$ cat config.mk
export PLATFORM = sky130hd
export DESIGN_NAME = text_line_number_escape_filter_flat
export DESIGN_NICKNAME = d
export VERILOG_FILES = /design/src/tlnef_pkg.sv /design/src/tlnef_in_if.sv /design/src/tlnef_out_if.sv /design/src/text_line_number_escape_filter.sv /design/src/flat_wrapper.sv
export SDC_FILE = /design/constraint.sdc
export NUM_CORES = 1
export LEC_CHECK = 0
export BUFFER_PORTS_ARGS = -buffer_cell sky130_fd_sc_hd__buf_2
export CORE_MARGIN = 4
export CORE_UTILIZATION = 61
export CTS_CLUSTER_DIAMETER = 80
export CTS_CLUSTER_SIZE = 40
export DETAILED_ROUTE_END_ITERATION = 12
export PLACE_DENSITY = 0.86
export SETUP_SLACK_MARGIN = 0.15
export SLEW_MARGIN = 20
export SYNTH_ARGS = -nofsm -noshare
export SYNTH_HDL_FRONTEND = slang
export SYNTH_SLANG_ARGS = --single-unit
$ cat constraint.sdc
create_clock -name clk -period 6.95 [get_ports clk]
set_clock_uncertainty 0.2 [all_clocks]
set_input_delay 0.695 -clock clk [delete_from_list [all_inputs] [get_ports clk]]
set_output_delay 0.695 -clock clk [all_outputs]
set_load 0.005 [all_outputs]
$ cat src/tlnef_pkg.sv
// ----------------------------------------------------------------------------
// tlnef_pkg
// Shared types and constants for the line-number / escape text filter.
// ----------------------------------------------------------------------------
package tlnef_pkg;

  localparam int NumberWidth = 6;
  // digits actually shown, limited to what the 24-bit BCD count holds
  localparam int Digits      = (NumberWidth < 1) ? 1 : ((NumberWidth > 6) ? 6 : NumberWidth);
  localparam int BcdWidth    = 24;
  localparam int MaxResults  = 8;
  localparam int PtrWidth    = $clog2(MaxResults);
  localparam int AddrWidth   = 2;

  localparam logic [AddrWidth-1:0] REG_FILTER_MODE = 2'd0;

  localparam logic [7:0] CH_TAB   = 8'h09;
  localparam logic [7:0] CH_NL    = 8'h0A;
  localparam logic [7:0] CH_SPACE = 8'h20;
  localparam logic [7:0] CH_DOLLAR = 8'h24;
  localparam logic [7:0] CH_ZERO  = 8'h30;
  localparam logic [7:0] CH_CARET = 8'h5E;
  localparam logic [7:0] CH_QMARK = 8'h3F;
  localparam logic [7:0] CH_UPPER_I = 8'h49;
  localparam logic [7:0] CH_DEL   = 8'd127;
  localparam logic [7:0] CTRL_LIMIT = 8'd32;
  localparam logic [7:0] CARET_OFFSET = 8'd64;

  typedef enum logic [2:0] {
    MODE_PLAIN      = 3'd0,
    MODE_SQUEEZE    = 3'd1,
    MODE_NUM_NONBLK = 3'd2,
    MODE_NUM_ALL    = 3'd3,
    MODE_ENDS       = 3'd4,
    MODE_ENDS_CARET = 3'd5,
    MODE_TABS_CARET = 3'd6,
    MODE_TABS       = 3'd7
  } filter_mode_t;

endpackage

$ cat src/tlnef_in_if.sv
// ----------------------------------------------------------------------------
// tlnef_in_if
// Input channel: one raw byte per item plus a file-start flag.
// ----------------------------------------------------------------------------
interface tlnef_in_if;
  logic       valid;
  logic       ready;
  logic [7:0] in_byte;
  logic       file_start;

  modport source (output valid, output in_byte, output file_start, input ready);
  modport sink   (input valid, input in_byte, input file_start, output ready);
endinterface

$ cat src/tlnef_out_if.sv
// ----------------------------------------------------------------------------
// tlnef_out_if
// Result channel: one output byte per item with a last marker.
// ----------------------------------------------------------------------------
interface tlnef_out_if;
  logic       valid;
  logic       ready;
  logic [7:0] out_byte;
  logic       last;

  modport source (output valid, output out_byte, output last, input ready);
  modport sink   (input valid, input out_byte, input last, output ready);
endinterface

$ cat src/text_line_number_escape_filter.sv
// ----------------------------------------------------------------------------
// text_line_number_escape_filter
// Byte-stream filter with line numbering, blank squeezing and escape modes.
// ----------------------------------------------------------------------------
//  channel   | dir | handshake     | payload
//  in_ch     | in  | valid/ready   | in_byte[7:0], file_start
//  out_ch    | out | valid/ready   | out_byte[7:0], last
//  cfg (APB) | in  | psel/penable  | paddr[1:0], pwdata[31:0], prdata[31:0]
//
//  An accepted byte is expanded combinationally into an 8-entry output buffer;
//  the buffer then drains one byte per cycle while out_ch is ready. A byte
//  yields 1 output byte passed through, 2 escaped or with a shown line end,
//  8 at a numbered line start (6 digits + tab + byte); a squeezed newline none.
//  The next byte is taken in the cycle the last buffered byte leaves.
//  Synchronous active-low reset; mode 0, line count 1, buffer empty.
//  out_ch stalls hold the buffer; in_ch stalls cost nothing.
// ----------------------------------------------------------------------------
module text_line_number_escape_filter (
  input  logic                            clk,
  input  logic                            rst_n,
  tlnef_in_if.sink                        in_ch,
  tlnef_out_if.source                     out_ch,
  input  logic                            psel,
  input  logic                            penable,
  input  logic                            pwrite,
  input  logic [tlnef_pkg::AddrWidth-1:0] paddr,
  input  logic [31:0]                     pwdata,
  output logic [31:0]                     prdata,
  output logic                            pready
);
  import tlnef_pkg::*;

  filter_mode_t          mode_r;
  logic                  prev_nl_r, prev_nl_nxt;
  logic                  squeezed_r, squeezed_nxt;
  logic [BcdWidth-1:0]   count_r, count_nxt;

  logic [7:0]            obuf_r [MaxResults];
  logic [7:0]            obuf_nxt [MaxResults];
  logic [PtrWidth-1:0]   ptr_r;
  logic [PtrWidth-1:0]   last_r, last_nxt;
  logic                  busy_r, busy_nxt;

  logic in_fire, out_fire, drain_done;

  // ---------------- configuration port ----------------
  assign pready = 1'b1;
  assign prdata = (paddr == REG_FILTER_MODE) ? {29'd0, mode_r} : 32'd0;

  always_ff @(posedge clk) begin
    if (!rst_n) begin
      mode_r <= MODE_PLAIN;
    end else if (psel && penable && pwrite && (paddr == REG_FILTER_MODE)) begin
      mode_r <= filter_mode_t'(pwdata[2:0]);
    end
  end

  // ---------------- handshakes ----------------
  assign drain_done   = out_ch.ready && (ptr_r == last_r);
  assign in_ch.ready  = !busy_r || drain_done;
  assign in_fire      = in_ch.valid && in_ch.ready;
  assign out_fire     = out_ch.valid && out_ch.ready;
  assign out_ch.valid = busy_r;
  assign out_ch.out_byte = obuf_r[ptr_r];
  assign out_ch.last  = (ptr_r == last_r);

  // ---------------- expansion of one item ----------------
  always_comb begin
    logic [7:0]          b;
    logic                at_start;
    logic                sq_in;
    logic [BcdWidth-1:0] cnt;
    logic                num_en;
    logic                drop;
    logic                two;
    logic                caret;
    logic [7:0]          c0, c1;
    logic                seen;
    logic                all_nines;
    logic                carry;
    logic [3:0]          d;
    logic [7:0]          dch [Digits];
    logic [BcdWidth-1:0] cnt_inc;

    b        = in_ch.in_byte;
    at_start = in_ch.file_start ? 1'b1 : prev_nl_r;
    sq_in    = in_ch.file_start ? 1'b0 : squeezed_r;
    cnt      = in_ch.file_start ? BcdWidth'(1) : count_r;

    num_en = at_start && ((mode_r == MODE_NUM_ALL) ||
                          ((mode_r == MODE_NUM_NONBLK) && (b != CH_NL)));
    drop   = 1'b0;
    two    = 1'b0;
    c0     = b;
    c1     = b;
    squeezed_nxt = sq_in;

    caret = ((b < CTRL_LIMIT) && (b != CH_TAB) && (b != CH_NL)) ||
            ((mode_r == MODE_TABS_CARET) && (b == CH_TAB));

    case (mode_r)
      MODE_SQUEEZE: begin
        if (at_start) begin
          if (b == CH_NL) begin
            if (sq_in) drop = 1'b1;
            squeezed_nxt = 1'b1;
          end else begin
            squeezed_nxt = 1'b0;
          end
        end
      end
      MODE_ENDS: begin
        if (b == CH_NL) begin
          two = 1'b1;
          c0  = CH_DOLLAR;
        end
      end
      MODE_ENDS_CARET, MODE_TABS_CARET: begin
        if (caret) begin
          two = 1'b1;
          c0  = CH_CARET;
          c1  = b + CARET_OFFSET;
        end else if (b == CH_DEL) begin
          two = 1'b1;
          c0  = CH_CARET;
          c1  = CH_QMARK;
        end else if ((mode_r == MODE_ENDS_CARET) && (b == CH_NL)) begin
          two = 1'b1;
          c0  = CH_DOLLAR;
        end
      end
      MODE_TABS: begin
        if (b == CH_TAB) begin
          two = 1'b1;
          c0  = CH_CARET;
          c1  = CH_UPPER_I;
        end
      end
      default: begin
      end
    endcase

    // number text: leading zeros shown as spaces, units digit always shown
    seen = 1'b0;
    for (int k = Digits - 1; k >= 0; k--) begin
      d = cnt[4*k +: 4];
      if (d > 4'd9) d = 4'd9;
      if ((d != 4'd0) || (k == 0)) seen = 1'b1;
      dch[Digits-1-k] = seen ? (CH_ZERO + {4'd0, d}) : CH_SPACE;
    end

    // saturating BCD increment over the shown digits
    all_nines = 1'b1;
    carry     = 1'b1;
    cnt_inc   = cnt;
    for (int k = 0; k < Digits; k++) begin
      d = cnt[4*k +: 4];
      if (d != 4'd9) all_nines = 1'b0;
      if (carry) begin
        if (d >= 4'd9) begin
          cnt_inc[4*k +: 4] = 4'd0;
        end else begin
          cnt_inc[4*k +: 4] = d + 4'd1;
          carry = 1'b0;
        end
      end
    end
    count_nxt = (num_en && !all_nines) ? cnt_inc : cnt;

    for (int i = 0; i < MaxResults; i++) begin
      obuf_nxt[i] = b;
    end
    if (num_en) begin
      for (int i = 0; i < Digits; i++) begin
        obuf_nxt[i] = dch[i];
      end
      obuf_nxt[Digits] = CH_TAB;
      last_nxt = PtrWidth'(Digits + 1);
    end else begin
      obuf_nxt[0] = c0;
      obuf_nxt[1] = c1;
      last_nxt = two ? PtrWidth'(1) : PtrWidth'(0);
    end

    prev_nl_nxt = (b == CH_NL);
    busy_nxt    = !drop;
  end

  // ---------------- state and output buffer ----------------
  always_ff @(posedge clk) begin
    if (!rst_n) begin
      prev_nl_r  <= 1'b0;
      squeezed_r <= 1'b0;
      count_r    <= BcdWidth'(1);
      busy_r     <= 1'b0;
      ptr_r      <= '0;
      last_r     <= '0;
    end else if (in_fire) begin
      prev_nl_r  <= prev_nl_nxt;
      squeezed_r <= squeezed_nxt;
      count_r    <= count_nxt;
      busy_r     <= busy_nxt;
      ptr_r      <= '0;
      last_r     <= last_nxt;
    end else if (out_fire) begin
      if (ptr_r == last_r) begin
        busy_r <= 1'b0;
      end else begin
        ptr_r <= ptr_r + PtrWidth'(1);
      end
    end
  end

  always_ff @(posedge clk) begin
    if (in_fire) begin
      for (int i = 0; i < MaxResults; i++) begin
        obuf_r[i] <= obuf_nxt[i];
      end
    end
  end

endmodule
$ cat src/flat_wrapper.sv
// flat-port wrapper written by rule: the top's interface ports become plain ports
module text_line_number_escape_filter_flat import tlnef_pkg::*;
  (clk, rst_n, psel, penable, pwrite, paddr, pwdata, prdata, pready, in_ch_valid, in_ch_in_byte, in_ch_file_start, in_ch_ready, out_ch_valid, out_ch_out_byte, out_ch_last, out_ch_ready);
  tlnef_in_if in_ch_i ();
  tlnef_out_if out_ch_i ();
  input  logic clk;
  input  logic rst_n;
  input  logic psel;
  input  logic penable;
  input  logic pwrite;
  input  logic [tlnef_pkg::AddrWidth-1:0] paddr;
  input  logic [31:0] pwdata;
  output logic [31:0] prdata;
  output logic pready;
  input wire logic [$bits(in_ch_i.valid)-1:0] in_ch_valid;
  input wire logic [$bits(in_ch_i.in_byte)-1:0] in_ch_in_byte;
  input wire logic [$bits(in_ch_i.file_start)-1:0] in_ch_file_start;
  output wire logic [$bits(in_ch_i.ready)-1:0] in_ch_ready;
  output wire logic [$bits(out_ch_i.valid)-1:0] out_ch_valid;
  output wire logic [$bits(out_ch_i.out_byte)-1:0] out_ch_out_byte;
  output wire logic [$bits(out_ch_i.last)-1:0] out_ch_last;
  input wire logic [$bits(out_ch_i.ready)-1:0] out_ch_ready;
  assign in_ch_i.valid = in_ch_valid;
  assign in_ch_i.in_byte = in_ch_in_byte;
  assign in_ch_i.file_start = in_ch_file_start;
  assign in_ch_ready = in_ch_i.ready;
  assign out_ch_valid = out_ch_i.valid;
  assign out_ch_out_byte = out_ch_i.out_byte;
  assign out_ch_last = out_ch_i.last;
  assign out_ch_i.ready = out_ch_ready;
  text_line_number_escape_filter u_core (.clk(clk), .rst_n(rst_n), .in_ch(in_ch_i), .out_ch(out_ch_i), .psel(psel), .penable(penable), .pwrite(pwrite), .paddr(paddr), .pwdata(pwdata), .prdata(prdata), .pready(pready));
endmodule
---- After elaboration in Yosys (flattened, before gate mapping) ----
Memories as Yosys holds them, arrays and structs flattened. A register that Yosys moved wholly into a read port is not among the register bits.
Cells that the tools add are included.
word-level totals
  register bits after elaboration ......... 36
  latch bits .............................. 0
  bits in writable memories ............... 64
  memory bits (read-only) ................. 0
  bits of input ports ..................... 50
  output and inout port bits .............. 44
  memories kept ........................... 1
cells by class
  $add $sub $neg .......................... 14
  multiply operators ...................... 0
  div/mod/pow operators ................... 0
  magnitude comparators ................... 13
  equal/unequal tests ..................... 19
  shift operators ......................... 0
  muxes and demuxes ....................... 80
  bitwise operators ....................... 2
  reduce and logical (&&, ||, !) cells .... 31
memories
  name           depth  width  rd ports  clocked after memory_dff  write ports  line                                  RTL
  u_core.obuf_r  8      8      1         1                         8            text_line_number_escape_filter.sv:38  logic [7:0] obuf_r [MaxResults];
operators with widths
  operator             count
  $mux 8               13
  $mux 4               17
  $mux 24              2
  $add 6x4->7 const A  6
  $mux 40              1
  $mux 1               39
  $add 4x1->4 const B  6
  $ge 4x4->1 const B   6
  $gt 4x4->1 const B   6
  $ne 4x4->1 const B   6
  $pmux 8 s3           1
  $reduce_bool 4->1    5
  $eq 8x4->1 const B   2
  $mux 16              1
  $ne 8x4->1 const B   2
  $pmux 8 s2           1
  $logic_and 1x1->1    13
  $eq 3x3->1 const B   4
  $mux 3               4
  $add 8x7->8 const B  1
  $eq 8x7->1 const B   1
  $lt 8x6->1 const B   1
  $eq 3x2->1 const B   2
  $reduce_and 2->1     2
  10 further kinds     17

---- Longest topological paths before layout ----
  depth in word-level cells ............... 11
  gate-level depth with buffers ........... 12

---- Worst setup path before layout ----
Ideal clock, no wire load.
  path kind ............................... input -> register
  start point ............................. in out_ch_ready
  end point ............................... reg u_core.count_r[10]
  library setup time ...................... 0.078 ns
  arrival ................................. 3.143 ns
  required time ........................... 6.672 ns
  path slack .............................. 3.529 ns
  stages on the path ...................... 7
  cells stage by stage .................... o211a_1 > o21ai_0 > clkinv_1 > nor2_1 > buf_2 > o21ai_0 > a32oi_1
between the ends
  longest elaborated chain between the ends .. 3
RTL lines
  what                  line                                   RTL
  start, declared       flat_wrapper.sv:22                     input wire logic [$bits(out_ch_i.ready)-1:0] out_ch_ready;
  $logic_and 1x1->1     text_line_number_escape_filter.sv:59   assign drain_done = out_ch.ready && (ptr_r == last_r);
  $logic_or 1x1->1      text_line_number_escape_filter.sv:60   assign in_ch.ready = !busy_r || drain_done;
  $logic_and 1x1->1     text_line_number_escape_filter.sv:61   assign in_fire = in_ch.valid && in_ch.ready;
  via u_core.in_fire    text_line_number_escape_filter.sv:44   logic in_fire, out_fire, drain_done;
  end signal, assigned  text_line_number_escape_filter.sv:194  count_r <= BcdWidth'(1);
  end signal, assigned  text_line_number_escape_filter.sv:201  count_r <= count_nxt;
  end, declared         text_line_number_escape_filter.sv:36   logic [BcdWidth-1:0] count_r, count_nxt;
The timed path passes the listed nets, and every way through them passes these cells.
A chain may end at the register's enable or synchronous reset.

---- Worst setup path in the final report ----
  start point ............................. in in_ch_file_start
  end point ............................... reg u_core.count_r[10]
between the ends
  longest elaborated chain between the ends .. 11
  elaborated cells between the ends (all ways) .. 27
RTL lines
  what                 line                                   RTL
  start, declared      flat_wrapper.sv:17                     input wire logic [$bits(in_ch_i.file_start)-1:0] in_ch_file_start;
  $mux 24              text_line_number_escape_filter.sv:88   cnt = in_ch.file_start ? BcdWidth'(1) : count_r;
  $ne 4x4->1           text_line_number_escape_filter.sv:158  if (d != 4'd9) all_nines = 1'b0;
  $mux 1 (6 in a row)  text_line_number_escape_filter.sv:158
  $logic_not 1->1      text_line_number_escape_filter.sv:168  count_nxt = (num_en && !all_nines) ? cnt_inc : cnt;
  $logic_and 1x1->1    text_line_number_escape_filter.sv:168
  $mux 24 *            text_line_number_escape_filter.sv:168
Every way passes the cells marked *; elsewhere a longest branch is shown, timed or not.

==> metrics <==
FP Rows 34; post-CTS setup buffer count 0; GRT Total Usage 0.2611; CP max-delay cell a21oi_1; Worst R2R Setup Slack 3740 ps; core area 8678 sq um; Die Span Y 102.0 microns; nets 653; IO Port Bufs 34; most frequent cells in the layout nor2_1, nand2_1, edfxtp_1; RSZ-0062 raised after global routing no; GR Overflow Total 0; commonest non-fill, non-tap cell in the layout nor2_1; Yosys top cell area share 0.2954; kind of critical path primary input to flip-flop; synth top area cells edfxtp_1, dfxtp_1, ha_1; largest net degree at the start of global routing 60; vias 4450; R2R depth 8; DRC 0; Final ANT Viol Nets 0; hpwl dp 9671 microns; IO Pins 94; Pre-Repair DR Iteration Count 8; WHS Path Cells 2; Post-synth ARST share 0; Die ar. 10400 sq um; final setup vio count 0; Slew Viols, Final 0; Slew headroom 0.3363; DR iter-0 viols 625; Crit path largest cell delay 710 ps; number of buffers created by CTS 9; fin cells 695; status complete, no violations; VDD IR-drop max 0.09949 mV; CP Launch Type primary input; worst slew pin tran 991.9 ps; Pleak 2.213 nW; DR vias/cell 6.403; leading register cell type out of synthesis edfxtp_1; Placed Cells 679; synthesized instance count 559; Starting Density 0.6208; worst flop-to-flop path startpoint u_core.count_r[0]; fin area 5672 sq um; unique cell type count in the Yosys netlist 67; Critical Path Sink Type flip-flop; Crit Path Max Fanout 22; Worst EP arrival 4150 ps; max-cap violations 0; total negative slack 0 ps; drt wl/cell 19.27 microns; CP dominant cell by count nand2_1; Root Buffer clkbuf_8; cell taking the most area after synthesis edfxtp_1; Area Growth Syn to Fin 5.272%; initial antenna violation count 0; YS warnings 0; worst hold path type flip-flop to flip-flop; Post-Syn Area per Cell 9.638 sq um; WL final 13390 microns; crit path to u_core.count_r[10]; Yosys reg bits 91; Clock Tree Buf Depth 2; Post-CTS Hold Buffers 0; EDFF count, synth 53; ant diodes 0; Filler cells 681; dpl cell area 5489 sq um; Clock Latency Late Sink 370 ps; R2R Path End u_core.count_r[10]; vias in the first global route 4128; CTS tree yes; fin crit share 0.5853; worst path cell trace buf_2 -> inv_1 -> nand2_1 -> ha_1 -> nor2_1 -> a21oi_1 -> and4bb_4 -> nor4b_1 -> nand2_1 -> a32oi_1; sequential cell area fraction in the yosys report 0.4366; CTS H-tree lvls 3; Die X 102.0 microns; post-cts resize count 0; origin of the worst setup path in_ch_file_start; fmax 0.2458 GHz; share of cells above drive strength 1 0.1431; clk sink count 91; GPL Wtd Cong 0.9806; Clk pin slew, worst setup/hold paths 90 ps; Fin. Hold Viols 0; area of the mapped netlist 5388 sq um; Power Dens Cells 182.3 nW/um^2; min cycle time layout 4068 ps; CP required 7030 ps; first-pass GRT wire length 21150 microns
## critical path, delay by kind of cell
kind	cells	cell delay (ps)
buffers and inverters	2	790
adder cells (fa/ha/maj)	1	260
AO/OA/AOI/OAI	2	890
AND/OR/NAND/NOR	5	1510
## Yosys cell counts (all sizes together), types with 6 or more instances
master / count
nand4: 7
o21ai: 37
nor2: 57
ha: 21
inv: 32
clkbuf: 17
nor3: 10
edfxtp: 53
and2: 7
buf: 36
mux2i: 7
a31oi: 7
a21oi: 21
nor2b: 10
nand2: 53
mux4: 10
nor4: 7
o211ai: 9
nand3: 16
or4: 10
nand2b: 10
mux2: 7
a21o: 6
dfxtp: 38
## metal layers
| layer | GRT usage | part of all wire | up-vias |
|---|---|---|---|
| met3 | 0.03686 | 0.094 | 38 |
| met2 | 0.4223 | 0.48 | 311 |
| li1 | - | - | 2033 |
| met4 | 0.1080 | 0.032 | 0 |
| met5 | 0 | 0 | - |
| met1 | 0.3543 | 0.39 | 2068 |
## logic make-up after synthesis
| kind of cell | synth area share |
|---|---|
| AND/OR/NAND/NOR | 0.1962 |
| XOR/XNOR | 0.008128 |
| multiplexers | 0.06944 |
| flip-flops | 0.4366 |
| adder cells (fa/ha/maj) | 0.04877 |
| buffers and inverters | 0.08523 |
| AO/OA/AOI/OAI | 0.1542 |
| other | 0.001394 |
## report_power, final
part           internal [mW]  switching, mW  total (mW)
sequential             0.595        0.00806       0.603
clock                  0.137          0.206       0.343
combinational         0.0301         0.0581      0.0882
## cell type report
| type | instances | area [sq um] | area share |
|---|---|---|---|
| flip-flops and latches | 91 | 2352 | 0.4147 |
| clock inverters | 7 | 58.81 | 0.01037 |
| multi-input cells | 409 | 2681 | 0.4728 |
| inverters | 34 | 127.6 | 0.02250 |
| repair buffers | 37 | 192.7 | 0.03397 |
| well taps | 108 | 135.1 | 0.02383 |
| clock buffers | 9 | 123.9 | 0.02184 |
## how the worst min path moves through the flow
stage,slack [ps],endpoint,start
floorplan,240,u_core.last_r[1],u_core.last_r[1]
global placement,260,u_core.last_r[1],u_core.last_r[1]
detailed placement,270,u_core.last_r[1],u_core.last_r[1]
CTS,280,u_core.last_r[1],u_core.last_r[1]
global route,310,u_core.last_r[1],u_core.last_r[1]
finish,280,u_core.squeezed_r,u_core.squeezed_r
## flip-flops by register name (all words and copies together), names as in the netlist, named ones only
register             cells
u_core.last_r            2
u_core.count_r          24
u_core.mode_r            3
u_core.ptr_r             3
u_core.prev_nl_r         1
u_core.squeezed_r        1
u_core.obuf_r           53
u_core.out_ch.valid      1
## through the flow
| step | util | hold slack, ps | power [mW] | setup slack [ps] |
|---|---|---|---|---|
| 2_1_floorplan | - | 244.7 | 0.6790 | 3529 |
| 3_3_place_gp | 0.6325 | 255.4 | 0.6935 | 2742 |
| 3_5_place_dp | 0.6325 | 267.5 | 0.7007 | 2620 |
| 4_1_cts | 0.6535 | 282.0 | 1.032 | 3005 |
| 5_1_grt | 0.6535 | 312.1 | 1.072 | 2622 |
| 6_report | 0.6535 | 282.1 | 1.034 | 2882 |
Power figures use the tool's default switching activity.
